<file path="src/assert_macros.svh">
// Assertion macros used by the top level of the type classifier.
// Needs a clock named clk and an active-low reset named rst_n in scope.
`ifndef ASSERT_MACROS_SVH
`define ASSERT_MACROS_SVH

// Checked only outside reset.
`define ASSERT_CLKD(lbl, prop, msg) \
    lbl: assert property (@(posedge clk) disable iff (!rst_n) (prop)) else $error(msg);

// Checked at every clock edge, reset included.
`define ASSERT_ALWAYS(lbl, prop, msg) \
    lbl: assert property (@(posedge clk) (prop)) else $error(msg);

`endif

</file>
<file path="src/sqltk_pkg.sv">
// Package of the SQL column type classifier: types, keyword table and kind codes.
// No dependencies; every module of the block imports it.
package sqltk_pkg;

    localparam int WIN_DEPTH = 8;
    localparam int KW_MAXLEN = WIN_DEPTH + 1;
    localparam int NUM_KW    = 22;

    typedef logic [7:0]                 byte_t;
    typedef logic [3:0]                 kind_t;
    typedef logic [NUM_KW-1:0]          kw_vec_t;
    typedef logic [3:0]                 kw_len_t;
    typedef logic [KW_MAXLEN*8-1:0]     kw_text_t;
    typedef logic [KW_MAXLEN-1:0][7:0]  window_t;

    // Control that the top level hands to every window cell.
    typedef struct packed {
        logic shift;
        logic clear;
    } cell_ctrl_t;

    localparam kind_t KIND_UNKNOWN  = 4'd0;
    localparam kind_t KIND_BOOLEAN  = 4'd1;
    localparam kind_t KIND_INTEGER  = 4'd2;
    localparam kind_t KIND_JSON     = 4'd3;
    localparam kind_t KIND_DATETIME = 4'd4;
    localparam kind_t KIND_DATE     = 4'd5;
    localparam kind_t KIND_BLOB     = 4'd6;
    localparam kind_t KIND_TEXT     = 4'd7;
    localparam kind_t KIND_REAL     = 4'd8;

    localparam byte_t CHAR_OPEN_PAREN = 8'h28;
    localparam byte_t CHAR_UPPER_A    = 8'h41;
    localparam byte_t CHAR_UPPER_Z    = 8'h5A;
    localparam byte_t CASE_OFFSET     = 8'h20;

    // Keyword text, right aligned: the last letter sits in the low byte.
    localparam kw_text_t [NUM_KW-1:0] KW_TEXT = '{
        0: "bool",     1: "int",       2: "serial",  3: "json",
        4: "datetime", 5: "timestamp", 6: "date",    7: "year",
        8: "time",     9: "blob",      10: "binary", 11: "bytea",
        12: "char",    13: "text",     14: "enum",   15: "set",
        16: "clob",    17: "real",     18: "float",  19: "double",
        20: "decimal", 21: "numeric"
    };

    localparam kw_len_t [NUM_KW-1:0] KW_LEN = '{
        0: 4'd4,  1: 4'd3,  2: 4'd6,  3: 4'd4,  4: 4'd8,  5: 4'd9,
        6: 4'd4,  7: 4'd4,  8: 4'd4,  9: 4'd4,  10: 4'd6, 11: 4'd5,
        12: 4'd4, 13: 4'd4, 14: 4'd4, 15: 4'd3, 16: 4'd4, 17: 4'd4,
        18: 4'd5, 19: 4'd6, 20: 4'd7, 21: 4'd7
    };

    // Priority pick over the found flags.
    function automatic kind_t pick_kind(input kw_vec_t s);
        kind_t k;
        if (s[0])              k = KIND_BOOLEAN;
        else if (|s[2:1])      k = KIND_INTEGER;
        else if (s[3])         k = KIND_JSON;
        else if (|s[5:4])      k = KIND_DATETIME;
        else if (|s[7:6])      k = KIND_DATE;
        else if (s[8])         k = KIND_DATETIME;
        else if (|s[11:9])     k = KIND_BLOB;
        else if (|s[16:12])    k = KIND_TEXT;
        else if (|s[21:17])    k = KIND_REAL;
        else                   k = KIND_UNKNOWN;
        return k;
    endfunction

endpackage

</file>
<file path="src/sqltk_cell.sv">
// One stage of the byte window: holds a byte and passes it to the next stage.
// Depends on sqltk_pkg.
module sqltk_cell
    import sqltk_pkg::*;
(
    input  logic       clk,
    input  logic       rst_n,
    input  cell_ctrl_t ctrl,
    input  byte_t      din,
    output byte_t      dout
);

    byte_t byte_reg;
    byte_t byte_next;

    // Clear wins over shift; otherwise hold.
    always_comb
    begin
        byte_next = byte_reg;
        if (ctrl.clear)
        begin
            byte_next = '0;
        end
        else if (ctrl.shift)
        begin
            byte_next = din;
        end
    end

    always_ff @(posedge clk or negedge rst_n)
    begin
        if (!rst_n)
        begin
            byte_reg <= '0;
        end
        else
        begin
            byte_reg <= byte_next;
        end
    end

    assign dout = byte_reg;

endmodule

</file>
<file path="src/sqltk_match.sv">
// Keyword compare over the byte window plus the incoming byte.
// Depends on sqltk_pkg; purely combinational.
module sqltk_match
    import sqltk_pkg::*;
(
    input  window_t win,
    output kw_vec_t hits
);

    // Each keyword is compared against the newest bytes, last letter first.
    always_comb
    begin
        for (int k = 0; k < NUM_KW; k++)
        begin
            hits[k] = 1'b1;
            for (int i = 0; i < KW_MAXLEN; i++)
            begin
                if ((4'(i) < KW_LEN[k]) && (win[i] != KW_TEXT[k][8*i +: 8]))
                begin
                    hits[k] = 1'b0;
                end
            end
        end
    end

endmodule

</file>
<file path="src/sql_type_keyword_classifier.sv">
// Top level of the SQL column type classifier.
// Depends on sqltk_pkg, sqltk_cell, sqltk_match and assert_macros.svh.
//
// Use:
//   The byte channel (byte_valid, byte_stall, type_byte, is_last) carries the
//   declared type text, one word per cycle while byte_stall is low, with is_last
//   on its final byte. Letters are folded to lower case; from the first '(' on,
//   bytes are not matched. The kind channel (kind_valid, kind_stall, kind)
//   returns one word per text, holding the kind code of the package.
//   Throughput is one byte per cycle while byte_stall is low. The kind word
//   appears in the cycle after the last byte is accepted; the keyword compare
//   of the new byte against the window of eight cells and the priority pick are
//   combinational. The next text may start in the cycle right after a last byte.
//   The kind is held in an output register. While it waits under kind_stall,
//   byte_stall is raised, so a new byte is taken once the kind leaves.
//   Reset clears the window, the found flags, the parenthesis flag and the
//   output register; the block takes bytes as soon as reset is released.
`include "assert_macros.svh"

module sql_type_keyword_classifier
    import sqltk_pkg::*;
(
    input  logic  clk,
    input  logic  rst_n,
    input  logic  byte_valid,
    output logic  byte_stall,
    input  byte_t type_byte,
    input  logic  is_last,
    output logic  kind_valid,
    input  logic  kind_stall,
    output kind_t kind
);

    logic       byte_acc;
    logic       take;
    byte_t      folded;
    cell_ctrl_t ctrl;
    window_t    win;
    kw_vec_t    hits;
    kw_vec_t    seen_reg;
    kw_vec_t    seen_next;
    kw_vec_t    seen_all;
    logic       paren_reg;
    logic       paren_next;
    logic       kind_valid_reg;
    logic       kind_valid_next;
    kind_t      kind_reg;
    kind_t      kind_next;

    // Handshake: stall only while a kind word waits.
    assign byte_stall = kind_valid_reg && kind_stall;
    assign byte_acc   = byte_valid && !byte_stall;

    // Case folding of ASCII capitals.
    always_comb
    begin
        folded = type_byte;
        if (type_byte inside {[CHAR_UPPER_A:CHAR_UPPER_Z]})
        begin
            folded = type_byte + CASE_OFFSET;
        end
    end

    assign take       = byte_acc && !paren_reg && (type_byte != CHAR_OPEN_PAREN);
    assign ctrl.shift = take;
    assign ctrl.clear = byte_acc && is_last;

    // Window: the new byte and the chain of cells, newest first.
    assign win[0] = folded;

    genvar g;
    generate
        for (g = 0; g < WIN_DEPTH; g++)
        begin : g_cell
            sqltk_cell u_cell (
                .clk   (clk),
                .rst_n (rst_n),
                .ctrl  (ctrl),
                .din   (win[g]),
                .dout  (win[g+1])
            );
        end
    endgenerate

    sqltk_match u_match (
        .win  (win),
        .hits (hits)
    );

    // Found flags and parenthesis flag; both clear after a last byte.
    always_comb
    begin
        seen_all   = take ? (seen_reg | hits) : seen_reg;
        seen_next  = seen_all;
        paren_next = paren_reg;
        if (byte_acc && !paren_reg && (type_byte == CHAR_OPEN_PAREN))
        begin
            paren_next = 1'b1;
        end
        if (byte_acc && is_last)
        begin
            seen_next  = '0;
            paren_next = 1'b0;
        end
    end

    // Output register of the kind channel.
    always_comb
    begin
        kind_valid_next = kind_valid_reg;
        kind_next       = kind_reg;
        if (byte_acc && is_last)
        begin
            kind_valid_next = 1'b1;
            kind_next       = pick_kind(seen_all);
        end
        else if (!kind_stall)
        begin
            kind_valid_next = 1'b0;
        end
    end

    always_ff @(posedge clk or negedge rst_n)
    begin
        if (!rst_n)
        begin
            seen_reg       <= '0;
            paren_reg      <= 1'b0;
            kind_valid_reg <= 1'b0;
            kind_reg       <= KIND_UNKNOWN;
        end
        else
        begin
            seen_reg       <= seen_next;
            paren_reg      <= paren_next;
            kind_valid_reg <= kind_valid_next;
            kind_reg       <= kind_next;
        end
    end

    assign kind_valid = kind_valid_reg;
    assign kind       = kind_reg;

    // A last byte always yields a kind word and leaves the state cleared.
    `ASSERT_CLKD(a_last_gives_kind, byte_acc && is_last |=> kind_valid_reg,
        "last byte produced no kind word")
    `ASSERT_CLKD(a_last_clears, byte_acc && is_last |=> (seen_reg == '0) && !paren_reg
        && (win[1] == '0), "state not cleared after last byte")
    // Once past the parenthesis the window and found flags freeze until the end.
    `ASSERT_CLKD(a_paren_freezes, paren_reg && !(byte_acc && is_last) |=>
        $stable(win[WIN_DEPTH:1]) && $stable(seen_reg), "matching went on past the parenthesis")
    `ASSERT_ALWAYS(a_kind_range, kind_valid_reg |-> kind_reg <= KIND_REAL,
        "kind code out of range")

endmodule

</file>
<file path="config.mk">
export PLATFORM = sky130hd
export DESIGN_NAME = sql_type_keyword_classifier
export DESIGN_NICKNAME = d
export VERILOG_FILES = /design/src/sqltk_pkg.sv /design/src/sqltk_cell.sv /design/src/sqltk_match.sv /design/src/sql_type_keyword_classifier.sv
export VERILOG_INCLUDE_DIRS = /design/src /design/src/src
export SDC_FILE = /design/constraint.sdc
export NUM_CORES = 1
export LEC_CHECK = 0
export ABC_AREA = 0
export BUFFER_PORTS_ARGS = -buffer_cell sky130_fd_sc_hd__buf_2
export CORE_UTILIZATION = 56
export CTS_CLUSTER_SIZE = 20
export DETAILED_ROUTE_END_ITERATION = 8
export PLACE_DENSITY = 0.75
export SYNTH_ARGS = -nofsm -noshare
export SYNTH_HDL_FRONTEND = slang
export SYNTH_HIERARCHICAL = 1
export SYNTH_SLANG_ARGS = --single-unit
</file>
<file path="constraint.sdc">
create_clock -name clk -period 2.7 [get_ports clk]
set_clock_uncertainty 0.1 [all_clocks]
set_input_delay 0.27 -clock clk [delete_from_list [all_inputs] [get_ports clk]]
set_output_delay 0.27 -clock clk [all_outputs]
set_load 0.02 [all_outputs]
</file>
# [Word level (Yosys, flattened, before mapping)]
# Cells that the tools add are included.
[word_totals] register_bits=92 inputBits=13 output_inout_bits=6 word_cells=225
[classes] add_sub_neg=1 order_cmp=2 n_eq_ne=70 muxes=122 n_bitwise=1 n_reduce_logical=17
[ops] op="$ne A8 B7 Y1 const B" count=67
[ops] op="$mux W8" count=17
[ops] op="$mux W1" count=94
[ops] op="$mux W22" count=2
[ops] op="$mux W4" count=9
[ops] op="$or A22 B22 Y22" count=1
[ops] op="$reduce_or A5 Y1" count=2
[ops] op="$add A8 B6 Y8 const B" count=1
[ops] op="$eq A8 B6 Y1 const B" count=1
[ops] op="$ge A8 B7 Y1 const B" count=1
[ops] op="$le A8 B7 Y1 const B" count=1
[ops] op="$ne A8 B6 Y1 const B" count=1
[ops] op="$logic_and A1 B1 Y1" count=7
[ops] op="$reduce_or A2 Y1" count=3
[ops] op="$reduce_bool A2 Y1" count=2
[ops] op="$reduce_or A3 Y1" count=1
[ops] op="$logic_not A1 Y1" count=2
[ops] op="$ne A2 B1 Y1 const B" count=1

# [Depth between registers and ports, before layout]
# Gate-level depths: netlist (run 1).
[logic_depth] word_depth=25 mapped_depth=13 depth_no_buf=13

# [Hierarchy]
# The synthesis (run 1) kept the hierarchy.
[modules_own_cells] module="sqltk_cell" n_inst=8 cells_each=26 area_each_um2=325.3 seq_area_each_um2=200.2
[modules_own_cells] module="sql_type_keyword_classifier" n_inst=1 cells_each=144 area_each_um2=1360.1 seq_area_each_um2=700.7
[modules_own_cells] module="sqltk_match" n_inst=1 cells_each=146 area_each_um2=949.7 seq_area_each_um2=0.0

# [Worst setup path before layout (run 1)]
# No wires, ideal clock.
[synth_timing] path_type="input-to-reg" start="in type_byte[0]" end="reg kind_reg[2], in the netlist kind[2]" setup_time_ns=0.122 arrival_time_ns=3.137 required_time_ns=2.478 setup_slack_ns=-0.659 stages=13 path_buffers=0 path_cell_list="or4_4 > o22ai_1 > nor4b_1 > or2_2 > and4bb_2 > nand3_1 > or3_1 > nor4_1 > or2_2 > or4_1 > o21ai_0 > nand3_1 > a32o_1"
[synth_via] elab_cells_between_ends=105 classes_between="1 x add/sub; 2 x order compare; 11 x eq/ne; 83 x mux; 1 x bitwise; 7 x reduce/logical"
[synth_rtl] element="from (decl)" line="sql_type_keyword_classifier.sv:27" text="input byte_t type_byte,"
[synth_rtl] element="$ge A8 B7 Y1 or $le A8 B7 Y1 (tied branches)" line="sql_type_keyword_classifier.sv:58" text="if (type_byte inside {[CHAR_UPPER_A:CHAR_UPPER_Z]})"
[synth_rtl] element="$logic_and A1 B1 Y1" line="sql_type_keyword_classifier.sv:58"
[synth_rtl] element="$mux W8 *" line="sql_type_keyword_classifier.sv:58"
[synth_rtl] element="named net folded[5]" line="sql_type_keyword_classifier.sv:36" text="byte_t folded;"
[synth_rtl] element="$ne A8 B7 Y1 *" line="sqltk_match.sv:18" text="if ((4'(i) < KW_LEN[k]) && (win[i] != KW_TEXT[k][8*i +: 8]))"
[synth_rtl] element="$mux W1 * (4 in series)" line="sqltk_match.sv:18"
[synth_rtl] element="named net hits[7]" line="sql_type_keyword_classifier.sv:39" text="kw_vec_t hits;"
[synth_rtl] element="$or A22 B22 Y22 *" line="sql_type_keyword_classifier.sv:93" text="seen_all = take ? (seen_reg | hits) : seen_reg;"
[synth_rtl] element="$mux W22 *" line="sql_type_keyword_classifier.sv:93"
[synth_rtl] element="$reduce_or A2 Y1 *" line="sqltk_pkg.sv:61" text="else if (|s[7:6]) k = KIND_DATE;"
[synth_rtl] element="$mux W4 *" line="sqltk_pkg.sv:61"
[synth_rtl] element="$mux W4 *" line="sqltk_pkg.sv:60" text="else if (|s[5:4]) k = KIND_DATETIME;"
[synth_rtl] element="$mux W4 *" line="sqltk_pkg.sv:59" text="else if (s[3]) k = KIND_JSON;"
[synth_rtl] element="$mux W4 *" line="sqltk_pkg.sv:58" text="else if (|s[2:1]) k = KIND_INTEGER;"
[synth_rtl] element="$mux W4 *" line="sqltk_pkg.sv:57" text="if (s[0]) k = KIND_BOOLEAN;"
[synth_rtl] element="to (signal assigned)" line="sql_type_keyword_classifier.sv:137" text="kind_reg <= kind_next;"
[synth_rtl] element="to (decl)" line="sql_type_keyword_classifier.sv:47" text="kind_t kind_reg;"
# The timed path passes the listed nets; every way through them passes the cells marked *.
# A chain may end at the register's enable or synchronous reset.

# [Worst setup path in the final report (run 1)]
[layout_timing] start="in type_byte[2]" end="reg kind_reg[2], in the netlist kind[2]"
# Same word-level chain as after synthesis.

==> flow_results.org, run 1 <==
** Run status
- The run finished, with violations left.
- The checks that failed: negative setup slack.

** Final layout
- Area grow syn2layout :: 24.5%
- Most frequent standard cell in the layout excluding fill and tap cells :: sky130_fd_sc_hd__nor2_1
- Count of nets after finishing :: 610
- After routing the design area is a little over 6000 um^2.
- Flip-flop count of the largest register after layout :: 64
- Fill cells in the final layout number a little over 600.
- Antenna diode count :: 0
- Most frequent cells in the layout :: 107 x sky130_fd_sc_hd__nor2_1, 92 x sky130_fd_sc_hd__dfrtp_1, 86 x sky130_fd_sc_hd__buf_4
- In the final layout, the share of cells above drive strength 1 is 0.275.

** Worst setup path
- In this design, the largest share of critical-path delay is due to simple AND/OR/NAND/NOR gates.
- For the worst setup path, the data arrival time is approximately 3.2 ns.
- The worst register-to-register path ends at kind[0].
- Delay contributed by the slowest stage of the critical path :: about 0.55 ns
- Across all register-to-register paths, the minimum setup slack is -0.11 ns.
- WP depth :: 14
- Buf/Inv on CP :: 1
- Slowest-stage cell, CP :: sky130_fd_sc_hd__or4_4
- The startpoint identified for the worst register-to-register timing path is g_cell[6].u_cell/dout[1].
- Category of the most critical setup path :: input port to flip-flop
- The worst register-to-register path has a depth of 9.
- Peak fanout along the critical path :: 3
- Data on the critical path is required at its endpoint by roughly 2.9 ns.
- Worst Setup End Kind :: flip-flop
- CP cell instances :: buf_6 -> or4_4 -> o22ai_4 -> nor4b_4 -> or2_4 -> and4bb_2 -> nand3_2 -> or3_4 -> nor4_4 -> or2_4 -> or4_4 -> o21ai_2 -> nand3_2 -> a32o_1
- Type of element launching the critical path :: input port

** Timing
- Relative max-transition margin :: 0.620
- Slack of the critical path :: -0.383 ns
- Max-slew violation total from the final report :: 0
- Unrepaired setup endpoints after global routing :: true
- Setup-failing EPs final :: 5
- Post-layout min period :: between 3 and 4 ns
- Summed negative setup slack over all endpoints :: -1.38 ns
- At the pin with the least slew margin, the transition time is ~0.56 ns.
- Final worst-path cycle share :: 1.14
- Timing would allow up to between 300 and 400 MHz.
- Final hold violations :: 0

** Min path
- For hold timing, the worst endpoint is kind_valid.
- The path class of the tightest hold or removal check is input port to flip-flop.
- The startpoint identified for the worst hold timing path is kind_stall.
- Worst Hold Depth :: 3

** Clock network
- In this run the deepest clock path goes through 2 buffers.
- After clock tree synthesis, the clock-pin slew on the worst setup and hold paths is around 0.090 ns.
- Library cell used as clock root buffer :: sky130_fd_sc_hd__clkbuf_8
- The tree built by TritonCTS fans out to between 90 and 100 sinks.
- In this run, CTS created clock tree buffers numbering 9.
- The later pin in the worst-skew pair is clocked with a latency of around 0.36 ns.
- TritonCTS built the clock tree.
- The H-tree was split into 3 levels.

** GRT
- Number of global-route vias before repair :: 4104
- First-pass GRT wire length :: 21000 um
- Global route total overflow :: 0
- Entering global routing, the biggest net connects 58 pins.
- Initial antenna violation count :: 0
- In the global route stage, overall resource usage came out at 0.315.

** Pwr
- Total design power :: roughly 3000 uW
- Reported leakage power :: between 0.002 and 0.003 uW
- IR drop worst, VDD :: about 0.39 mV
- Power per unit of standard cell area :: ~490 nW/um^2

** Placed design
- Final weighted congestion in routability-driven placement :: roughly 1
- After detailed placement, the total cell area comes to approximately 5700 um^2.
- During placement, the flow inserted port buffers numbering 18.
- After legalization and detailed placement, the total HPWL measured 10200 um.

** Flow run
- Max-cap violations in this run came to 0.

** Logic synthesis
- Share of the yosys chip area belonging to registers :: 0.469
- Synthesis handed over a netlist of between 400 and 500 instances.
- The synthesized design contains 0 enable-type register cells.
- Flip-flop cell with the highest count after synthesis :: sky130_fd_sc_hd__dfrtp_1
- Synthesized Nets :: slightly above 500
- A synthesized cell averages around 9.9 um^2.
- Syn. warnings :: 6
- Combined area of all synthesized cells :: a little under 5000 um^2
- Counting flops and latches in the post-synthesis netlist gives between 90 and 100.
- Async set-reset flop share out of synthesis :: 1.00
- Number of distinct library cells after synthesis :: 53

** Floorplanning
- Height of the die :: 95.7 um
- 19 I/O pins were placed.
- The floorplan step set the die width to ~96 um.
- Core Area :: around 8300 um^2
- Area of the die :: around 9000 um^2
- Initial Util :: 0.589
- Count of standard-cell rows :: 33

** Route
- The count of nets left with antenna violations once routing finished came out at 0.
- Via/cell ratio :: between 6 and 7
- Post-detailed-route DRC marker count :: 0
- Count of routing violations after the opening detailed-route iteration :: 236
- Pre-Repair DR Iteration Count :: 5
- The final route contains 4382 vias.
- Post-DR wirelength/cell :: about 20 um
- The routed design has between 10000 and 15000 um of wire.
-- power breakdown --
group          switching [uW]  internal (uW)
sequential               80.7           1470
combinational             325            250
clock                     508            345
-- synthesized netlist by cell type, drive strengths merged, types with 5 or more instances --
cell type,number,area share
nor2,108,0.083
dfrtp,92,0.47
mux2i,64,0.13
nand2,27,0.021
a21oi,24,0.024
nor4,18,0.025
buf,17,0.025
nand3,15,0.015
nand4,12,0.015
inv,9,0.0069
nor3,9,0.0092
nand2b,7,0.0089
nand4b,7,0.012
nor2b,7,0.0089
nor3b,6,0.0092
nor4b,6,0.011
or4,6,0.011
and3,5,0.0064
and4bb,5,0.013
nand4bb,5,0.011
-- how the worst max path moves through the flow --
stage	start	to	slack [ns]
4_1_cts	type_byte[2]	kind[2]	-0.37
3_5_place_dp	type_byte[2]	kind[0]	-0.93
3_3_place_gp	type_byte[2]	kind[0]	-0.89
2_1_floorplan	type_byte[2]	kind[2]	-0.51
6_report	type_byte[2]	kind[2]	-0.38
5_1_grt	type_byte[2]	kind[2]	-0.43
-- what timing repair did --
action,4_1_cts,5_1_grt
pin swaps,6,12
setup endpoints to repair,9,9
buffers inserted,3,2
hold buffers,1,0
resized for setup,18,15
endpoints found under the hold margin,35,0
-- final cells by class --
class,instances,area [um^2],share of cell area
clock buffers,10,128,0.0209
clock inverters,6,46.3,0.00757
multi-input cells,376,2650,0.433
flip-flops and latches,92,2300,0.377
well taps,105,131,0.0215
inverters,9,33.8,0.00553
repair buffers,108,825,0.135
-- worst min-delay path: cells and delay by family --
kind                   cells  cell delay, ns
and+or+nand+nor            2            0.11
buffers and inverters      1            0.08
-- cells by family after synthesis --
logic type | count (synthesis) | synth area share
flops | 92 | 0.469
compound gates | 46 | 0.0660
mux | 64 | 0.130
simple gates | 265 | 0.297
buf+inv | 30 | 0.0354
fa+ha+maj | 1 | 0.00255
-- routing by layer --
| layer | up-vias | global-route usage | part of all wire |
|---|---|---|---|
| li1 | 1991 | - | - |
| met1 | 2172 | 0.413 | 0.45 |
| met2 | 171 | 0.515 | 0.47 |
| met3 | 48 | 0.0486 | 0.050 |
| met4 | 0 | 0.137 | 0.035 |
| met5 | - | 0 | 0 |
-- metrics by stage --
step | setup slack, ns | util | instances | hold slack (ns)
final | -0.383 | 0.733 | 706 | 0.0343
after global routing | -0.433 | 0.733 | 706 | 0.0476
after CTS | -0.371 | 0.721 | 704 | 0.0299
after detailed placement | -0.931 | 0.684 | 684 | 0.156
after global placement | -0.892 | 0.684 | 684 | 0.149
after floorplan | -0.506 | - | 498 | -0.126
Power figures use the tool's default switching activity.
==> run 2: changes to the inputs <==
--- a/config.mk
+++ b/config.mk
@@ -8,6 +8,7 @@
 export LEC_CHECK = 0
 export ABC_AREA = 0
 export BUFFER_PORTS_ARGS = -buffer_cell sky130_fd_sc_hd__buf_2
+export CORE_ASPECT_RATIO = 0.5
 export CORE_UTILIZATION = 56
 export CTS_CLUSTER_SIZE = 20
 export DETAILED_ROUTE_END_ITERATION = 8
==> constraint.sdc (replaced) <==
create_clock -name clk -period 2.6 [get_ports clk]
set_clock_uncertainty 0.1 [all_clocks]
set_input_delay 0.26 -clock clk [delete_from_list [all_inputs] [get_ports clk]]
set_output_delay 0.26 -clock clk [all_outputs]
set_load 0.02 [all_outputs]
==> run 2 against run 1 <==
Compared with the run above:
- the flow still finishes with violations (negative setup slack)
- die area is 0.25% higher
- global-route usage grew 3.5 points
- power up 20%
- cell count is 3.4% higher
- sequential cell count unchanged
- critical path depth unchanged
- via count increased by 0.43%
- sequential power increased by 5%
- critical path type unchanged
==> flow_results.org, run 2 (synthesized netlist as in run 1, its figures left out) <==
** Flow run
- Total of max-cap violations :: 0 (unchanged)

** Pwr
- The net switching power came to 1020 uW (+12%).
- The fraction of power consumed by combinational cells came to 0.171 (-0.022).
- Sequential power share :: 0.455 (-0.066)
- Total design power :: 3580 uW (+20%)
- Power per unit of standard cell area :: 559 nW/um^2 (+15%)
- Net switching fraction of the power :: 0.285 (-0.0215)
- The total leakage power came to 0.00317 uW (+5.8%).
- The design internal power is 2560 uW (+24%).
- IR drop worst, VDD :: 0.509 mV (+30%)
- Part of the total power dissipated in the clock network :: 0.374 (+0.088)

** Final layout
- The number of flip-flops under the largest register name came to 64 (unchanged).
- Share of layout cells above drive strength 1 :: 0.294 (+0.0200)
- Compared with the post-synthesis result, the final layout area differs by 30.2%.
- Non-filler cells in the finished layout :: 730 (+3.4%)
- Leaving out fill and tap cells, the most frequent cell in the layout is sky130_fd_sc_hd__nor2_1.
- The count of nets after finishing is 627 (+2.8%).
- Antenna diode count :: 0 (unchanged)
- Most frequent cells in the layout :: 107 x sky130_fd_sc_hd__nor2_1, 104 x sky130_fd_sc_hd__buf_4, 92 x sky130_fd_sc_hd__dfrtp_1
- Utilization after layout :: 0.774 (+0.0413)

** Route
- The ratio of routed vias to standard cells came to 6.03 (-2.9%).
- The final antenna-violating net count was 0 (unchanged).
- The first-pass iteration count of the detailed router came to 5 (unchanged).
- Total Routed Length :: 15100 um (+9.8%)
- Count of routing violations after the opening detailed-route iteration :: 359 (+52%)
- The routed length per instance was 20.7 um (+6.2%).
- The post-route DRC violation count was 0 (unchanged).
- Via Count :: 4401 (+0.43%)

** Worst setup path
- Peak fanout along the critical path :: 3 (unchanged)
- Slowest-stage cell, CP :: sky130_fd_sc_hd__or4_4
- Category of the most critical setup path :: input port to flip-flop
- The data arrival time of the worst path came to 3.17 ns (-0.07 ns).
- Type of element launching the critical path :: input port
- The number of cells on the worst reg-to-reg path was 10 (+1).
- The largest stage delay on the critical path is 0.55 ns (about the same).
- The required time reported for the critical path endpoint is 2.73 ns (-0.13 ns).
- Worst Setup End Kind :: flip-flop
- Traced cell by cell, the critical path runs through buf_6 -> or4_4 -> o22ai_4 -> nor4b_4 -> or2_4 -> and4bb_2 -> nand3_2 -> or3_4 -> nor4_4 -> or2_4 -> or4_4 -> o21ai_2 -> nand3_2 -> a32o_1.

** Floorplanning
- Area of the die :: 9170 um^2 (+0.25%)
- Core Area :: 8260 um^2 (-0.98%)
- Number of placed I/O pins :: 19 (unchanged)
- Height of the die :: 68.2 um (-29%)
- The placement row count came to 23 (-30%).
- Initial Util :: 0.595 (+0.00580)
- The die boundary width came to 134 um (+41%).

** Placed design
- Port buffer count :: 18 (unchanged)
- Placed wire-length estimate after detailed placement :: 11200 um (+10%)
- The number of cells in the design after placement is 705 (+3.1%).
- Final weighted congestion in routability-driven placement :: 0.974 (-4.5%)

** Timing
- The final critical-path setup slack came to -0.438 ns (-0.0548 ns).
- Setup-failing EPs final :: 9 (+4)
- Counting I/O delays and the setup requirement, the final critical path takes 3.04 ns.
- The worst slew margin relative to its limit came to 0.609 (-0.0115).
- The count of final hold-check violations came to 0 (unchanged).
- Summed negative setup slack over all endpoints :: -2.12 ns (-0.741 ns)
- Worst-margin pin slew :: 0.587 ns (+0.0251 ns)
- Unrepaired setup endpoints after global routing :: true
- Of the available clock period, the critical path in the final layout requires 1.17.
- Maximum achievable frequency :: 329 MHz
- The count of pins over their slew limit is 0 (unchanged).

** GRT
- The total track usage was 0.349 (+0.0346).
- Number of global-route vias before repair :: 4126 (+0.54%)
- Initial antenna violation count :: 0 (unchanged)
- The global route total overflow came to 0 (unchanged).
- First-pass GRT wire length :: 23100 um (+10%)
- The pin count of the biggest net entering global routing is 62 (+6.9%).

** Clock network
- The clock-pin slew of the registers on the worst-case setup and hold paths was 0.07 ns (-0.02 ns).
- TritonCTS clock tree :: yes
- H-tree depth :: 3 (unchanged)
- Cts bufs inserted :: 9 (unchanged)
- The clock latency reported for the late side of the worst-skew pair came to 0.34 ns (-0.02 ns).
- Max Root-Sink Buffers :: 2 (unchanged)
- The root buffer cell chosen for the clock tree is sky130_fd_sc_hd__clkbuf_16.
- CTS Sinks :: 92 (unchanged)

** Run status
- Outcome :: finished with violations
- The checks that failed: negative setup slack.

** Min path
- In this run the worst hold path is classified as input port to flip-flop.
- Worst Hold Depth :: 3 (unchanged)
run 2: cell types whose count changed in the layout (fill, tap and decap cells not counted), sizes merged:
cell / previous run / this run
bufinv: 0 / 1
clkinv: 2 / 1
buf: 107 / 124
run 2: final timing paths:
check / to / startpoint / slack [ns]
min reg2reg: kind[3] / kind[3] / 0.39
min in group asynchronous: g_cell[1].u_cell/dout[5] / rst_n / 0.37
max in group asynchronous: g_cell[6].u_cell/dout[1] / rst_n / 1.42
max reg2reg: kind[3] / g_cell[6].u_cell/dout[1] / -0.16
max: kind[2] / type_byte[2] / -0.44
min: kind_valid / kind_stall / 0.06
run 2: power groups by stage:
| stage | clock network (uW) | logic, uW | registers [uW] |
|---|---|---|---|
| 2_1_floorplan | 0 | 300 | 1650 |
| 4_1_cts | 1350 | 603 | 1620 |
| 3_5_place_dp | 0 | 588 | 1650 |
| 6_report | 1340 | 612 | 1630 |
| 5_1_grt | 1420 | 658 | 1640 |
| 3_3_place_gp | 0 | 578 | 1640 |
run 2: metal layers:
layer	GRT usage	wire length, um
met4	0.0772	170
met3	0.0778	1250
met1	0.515	7290
met5	0	0
met2	0.527	6420
run 2: critical path, delay by kind of cell:
kind	cells	cell delay [ns]
AOI/OAI and AO/OA	3	0.59
buffers and inverters	1	0.10
and+or+nand+nor	10	2.21
run 2: layout make-up:
class / count / area [um^2]
Multi-Input combinational cell: 376 / 2680
Timing Repair Buffer: 125 / 940
Fill cell: 551 / 1860
Clock buffer: 10 / 229
Sequential cell: 92 / 2300
Inverter: 9 / 33.8
Clock inverter: 6 / 71.3
Tap cell: 112 / 140
run 2: per-stage QoR:
step	setup slack (ns)	hold slack (ns)	instance area, um^2
finish	-0.438	0.0566	6390
global route	-0.514	0.0691	6390
CTS	-0.419	0.0546	6300
detailed placement	-0.919	0.197	5820
global placement	-0.846	0.188	5820
floorplan	-0.596	-0.136	4970
run 2: repair_timing:
item / CTS / global route
gates resized for setup: 23 / 11
hold buffers: 1 / 0
setup buffers: 4 / 4
endpoints found under the setup margin: 13 / 16
hold endpoints to repair: 42 / 0
pin swaps: 18 / 12
==> run 3: changes to the inputs <==
--- a/config.mk
+++ b/config.mk
@@ -13,6 +13,8 @@
 export CTS_CLUSTER_SIZE = 20
 export DETAILED_ROUTE_END_ITERATION = 8
 export PLACE_DENSITY = 0.75
+export SKIP_CTS_REPAIR_TIMING = 1
+export SLEW_MARGIN = 10
 export SYNTH_ARGS = -nofsm -noshare
 export SYNTH_HDL_FRONTEND = slang
 export SYNTH_HIERARCHICAL = 1
==> run 3 against run 2 <==
Compared with the run above:
- the flow still finishes with violations (negative setup slack)
- maximum frequency is 2.5% lower
- clock-buffer cell count stayed put
- power hardly changed
- worst hold slack better by 0.013 ns
- sequential power hardly changed
- cell count is 0.41% lower
- die area stayed put
- highest routed layer unchanged
==> flow_results.org, run 3 (synthesized netlist as in run 1, its figures left out) <==
** Run status
- The checks that failed: negative setup slack.
- Outcome :: finished with violations

** Pwr
- The fraction of power consumed by combinational cells is 0.172 (about the same).
- The cell area power density came to 560 nW/um^2 (+0.17%).
- IR drop worst, VDD :: 0.508 mV (about the same)
- The design internal power was 2560 uW (about the same).
- Net switching component of the power :: 1020 uW (+0.27%)
- Total design power :: 3580 uW (about the same)
- The switching part of the total is 0.286 (+0.000496).
- Sequential power share :: 0.455 (about the same)
- Part of the total power dissipated in the clock network :: 0.373 (about the same)
- The total leakage power was 0.00315 uW (-0.63%).

** Final layout
- The flip-flop and latch area is 2300 um^2 (unchanged).
- Flip-flop count of the largest register after layout :: 64 (unchanged)
- Count of nets after finishing :: 624 (-0.48%)
- The number of inserted filler cells in the final layout was 546 (-0.91%).
- Area grow syn2layout :: 30.1% (about the same)
- Most frequent cells in the layout :: 107 x sky130_fd_sc_hd__nor2_1, 97 x sky130_fd_sc_hd__buf_4, 92 x sky130_fd_sc_hd__dfrtp_1
- Leaving out fill and tap cells, the most frequent cell in the layout is sky130_fd_sc_hd__nor2_1.
- Area of combinational cells with multiple inputs :: 2670 um^2 (-0.37%)
- The share of cells above drive strength 1 is 0.293 (-0.00182).
- The antenna diode count was 0 (unchanged).

** Timing
- The final-layout worst hold slack is 0.0697 ns (+0.0131 ns).
- Unrepaired setup endpoints after global routing :: true
- The minimum period implied by the final worst setup slack was 3.12 ns (+0.0776 ns).
- The pin slew with the least headroom to its limit was 0.600 ns (+0.0126 ns).
- The count of final hold-check violations is 0 (unchanged).
- The final period utilization came to 1.20 (+0.0299).
- Slack of the critical path :: -0.515 ns (-0.0776 ns)
- The maximum operating frequency came to 321 MHz (-2.5%).
- The count of pins over their slew limit is 0 (unchanged).
- Relative max-transition margin :: 0.600 (-0.00841)
- Setup-failing EPs final :: 9 (unchanged)

** Placed design
- Worst slack at placement :: -0.919 ns (unchanged)
- Placed wire-length estimate after detailed placement :: 11200 um (unchanged)
- The count of input and output buffers is 18 (unchanged).
- The routability congestion estimate came to 0.974 (unchanged).

** Worst setup path
- Number of cell instances on the worst register-to-register path :: 10 (unchanged)
- The worst setup path is of the input port to flip-flop kind.
- STA classifies the critical path startpoint as an input port.
- The required time reported for the critical path endpoint was 2.73 ns (about the same).
- Delay contributed by the slowest stage of the critical path :: 0.55 ns (about the same)
- The worst-path maximum fanout came to 3 (unchanged).
- Worst Setup End Kind :: flip-flop
- CP cell instances :: buf_8 -> or4_4 -> o22ai_4 -> nor4b_4 -> or2_4 -> and4bb_2 -> nand3_2 -> or3_4 -> nor4_4 -> or2_4 -> or4_4 -> o21ai_2 -> nand3_2 -> a32o_1
- The worst-case register-to-register setup slack is -0.29 ns (-0.13 ns).
- Launching point of the worst reg2reg path :: g_cell[6].u_cell/dout[1]
- Data arrival time of the critical path :: 3.24 ns (+0.07 ns)
- Worst reg2reg endpoint :: kind[0]
- The slowest stage of the critical path belongs to the cell sky130_fd_sc_hd__or4_4.

** Floorplanning
- Height of the die :: 68.2 um (unchanged)
- The area of the core region came to 8260 um^2 (unchanged).
- The die boundary width is 134 um (unchanged).
- The full die area is 9170 um^2 (unchanged).
- The starting utilization of the core area was 0.595 (unchanged).
- The placement row count is 23 (unchanged).
- The number of top-level design ports was 19 (unchanged).

** Min path
- The worst hold path begins at kind_stall.
- The number of stages on the worst hold path came to 3 (unchanged).
- For hold timing, the worst endpoint is kind_valid.
- Hold Crit Class :: input port to flip-flop

** Clock network
- The deepest clock path buffer count was 2 (unchanged).
- The number of CTS-inserted buffers was 9 (unchanged).
- Library cell used as clock root buffer :: sky130_fd_sc_hd__clkbuf_16
- The clock latency reported for the late side of the worst-skew pair was 0.34 ns (about the same).
- H-tree depth :: 3 (unchanged)
- The clock sink total came to 92 (unchanged).
- TritonCTS clock tree :: yes
- Clock slew seen by the registers of the worst setup and hold paths :: 0.07 ns (about the same)

** GRT
- The layer flagged by global routing as most heavily used is met2.
- Maximum number of pins on one net before global-route repair :: 62 (unchanged)
- Met1 Track Usage GR :: 0.509 (-0.00595)
- The initial antenna violation count was 0 (unchanged).
- Global route total overflow :: 0 (unchanged)
- The via count of the first global-routing pass came to 4076 (-1.2%).
- The total track usage is 0.344 (-0.00493).
- The met3 routing resource usage after global routing is 0.0741 (-0.00370).
- Met2 track utilization from global routing :: 0.518 (-0.00842)
- The global-route wire length before repair came to 22900 um (-1.1%).

** Route
- Total Routed Length :: 15400 um (+1.7%)
- The detailed router's first-iteration violation count is 327 (-8.9%).
- Via Count :: 4477 (+1.7%)
- The routed length per instance was 21.2 um (+2.1%).
- The ratio of routed vias to standard cells came to 6.16 (+2.1%).
- Post-detailed-route DRC marker count :: 0 (unchanged)
- The first-pass iteration count of the detailed router is 7 (+2).
- Number of routed nets with antenna violations :: 0 (unchanged)

** Flow run
- Total of max-cap violations :: 0 (unchanged)
-- run 3: layout make-up --
class / count / area share
clock buffers: 10 / 0.0358
clock inverters: 6 / 0.0112
inverters: 9 / 0.00529
multi-input cells: 376 / 0.418
flip-flops and latches: 92 / 0.360
well taps: 112 / 0.0219
repair buffers: 122 / 0.148
-- run 3: critical path: cells and delay by family --
kind | cells | cell delay [ns]
simple gates | 10 | 2.23
buf+inv | 1 | 0.10
compound gates | 3 | 0.63
-- run 3: how the worst max path moves through the flow --
stage,end,cells past startpoint,slack [ns],startpoint
2_1_floorplan,kind[2],13,-0.60,type_byte[2]
3_3_place_gp,kind[3],14,-0.85,type_byte[2]
3_5_place_dp,kind[3],14,-0.92,type_byte[2]
4_1_cts,kind[3],14,-0.60,type_byte[2]
5_1_grt,kind[2],14,-0.58,type_byte[2]
6_report,kind[2],14,-0.52,type_byte[2]
-- run 3: power by group through the flow --
stage	registers, uW	logic (uW)	clock network (uW)
6_report	1630	615	1340
5_1_grt	1640	661	1420
4_1_cts	1620	594	1350
3_5_place_dp	1650	588	0
3_3_place_gp	1640	578	0
2_1_floorplan	1650	300	0
-- run 3: layer usage --
layer | part of all wire | vias to the layer above
li1 | - | 2037
met4 | 0.013 | 0
met5 | 0 | -
met2 | 0.43 | 192
met3 | 0.083 | 21
met1 | 0.48 | 2227
-- run 3: through the flow --
step                      utilization  instance area [um^2]  setup TNS [ns]  std cells
final                           0.774                  6390           -2.45        727
after global routing            0.774                  6390           -3.18        727
after CTS                       0.741                  6120           -3.32        721
after detailed placement        0.705                  5820          -10.00        705
after global placement          0.705                  5820           -8.04        705
after floorplan                     -                  4970           -2.53        498
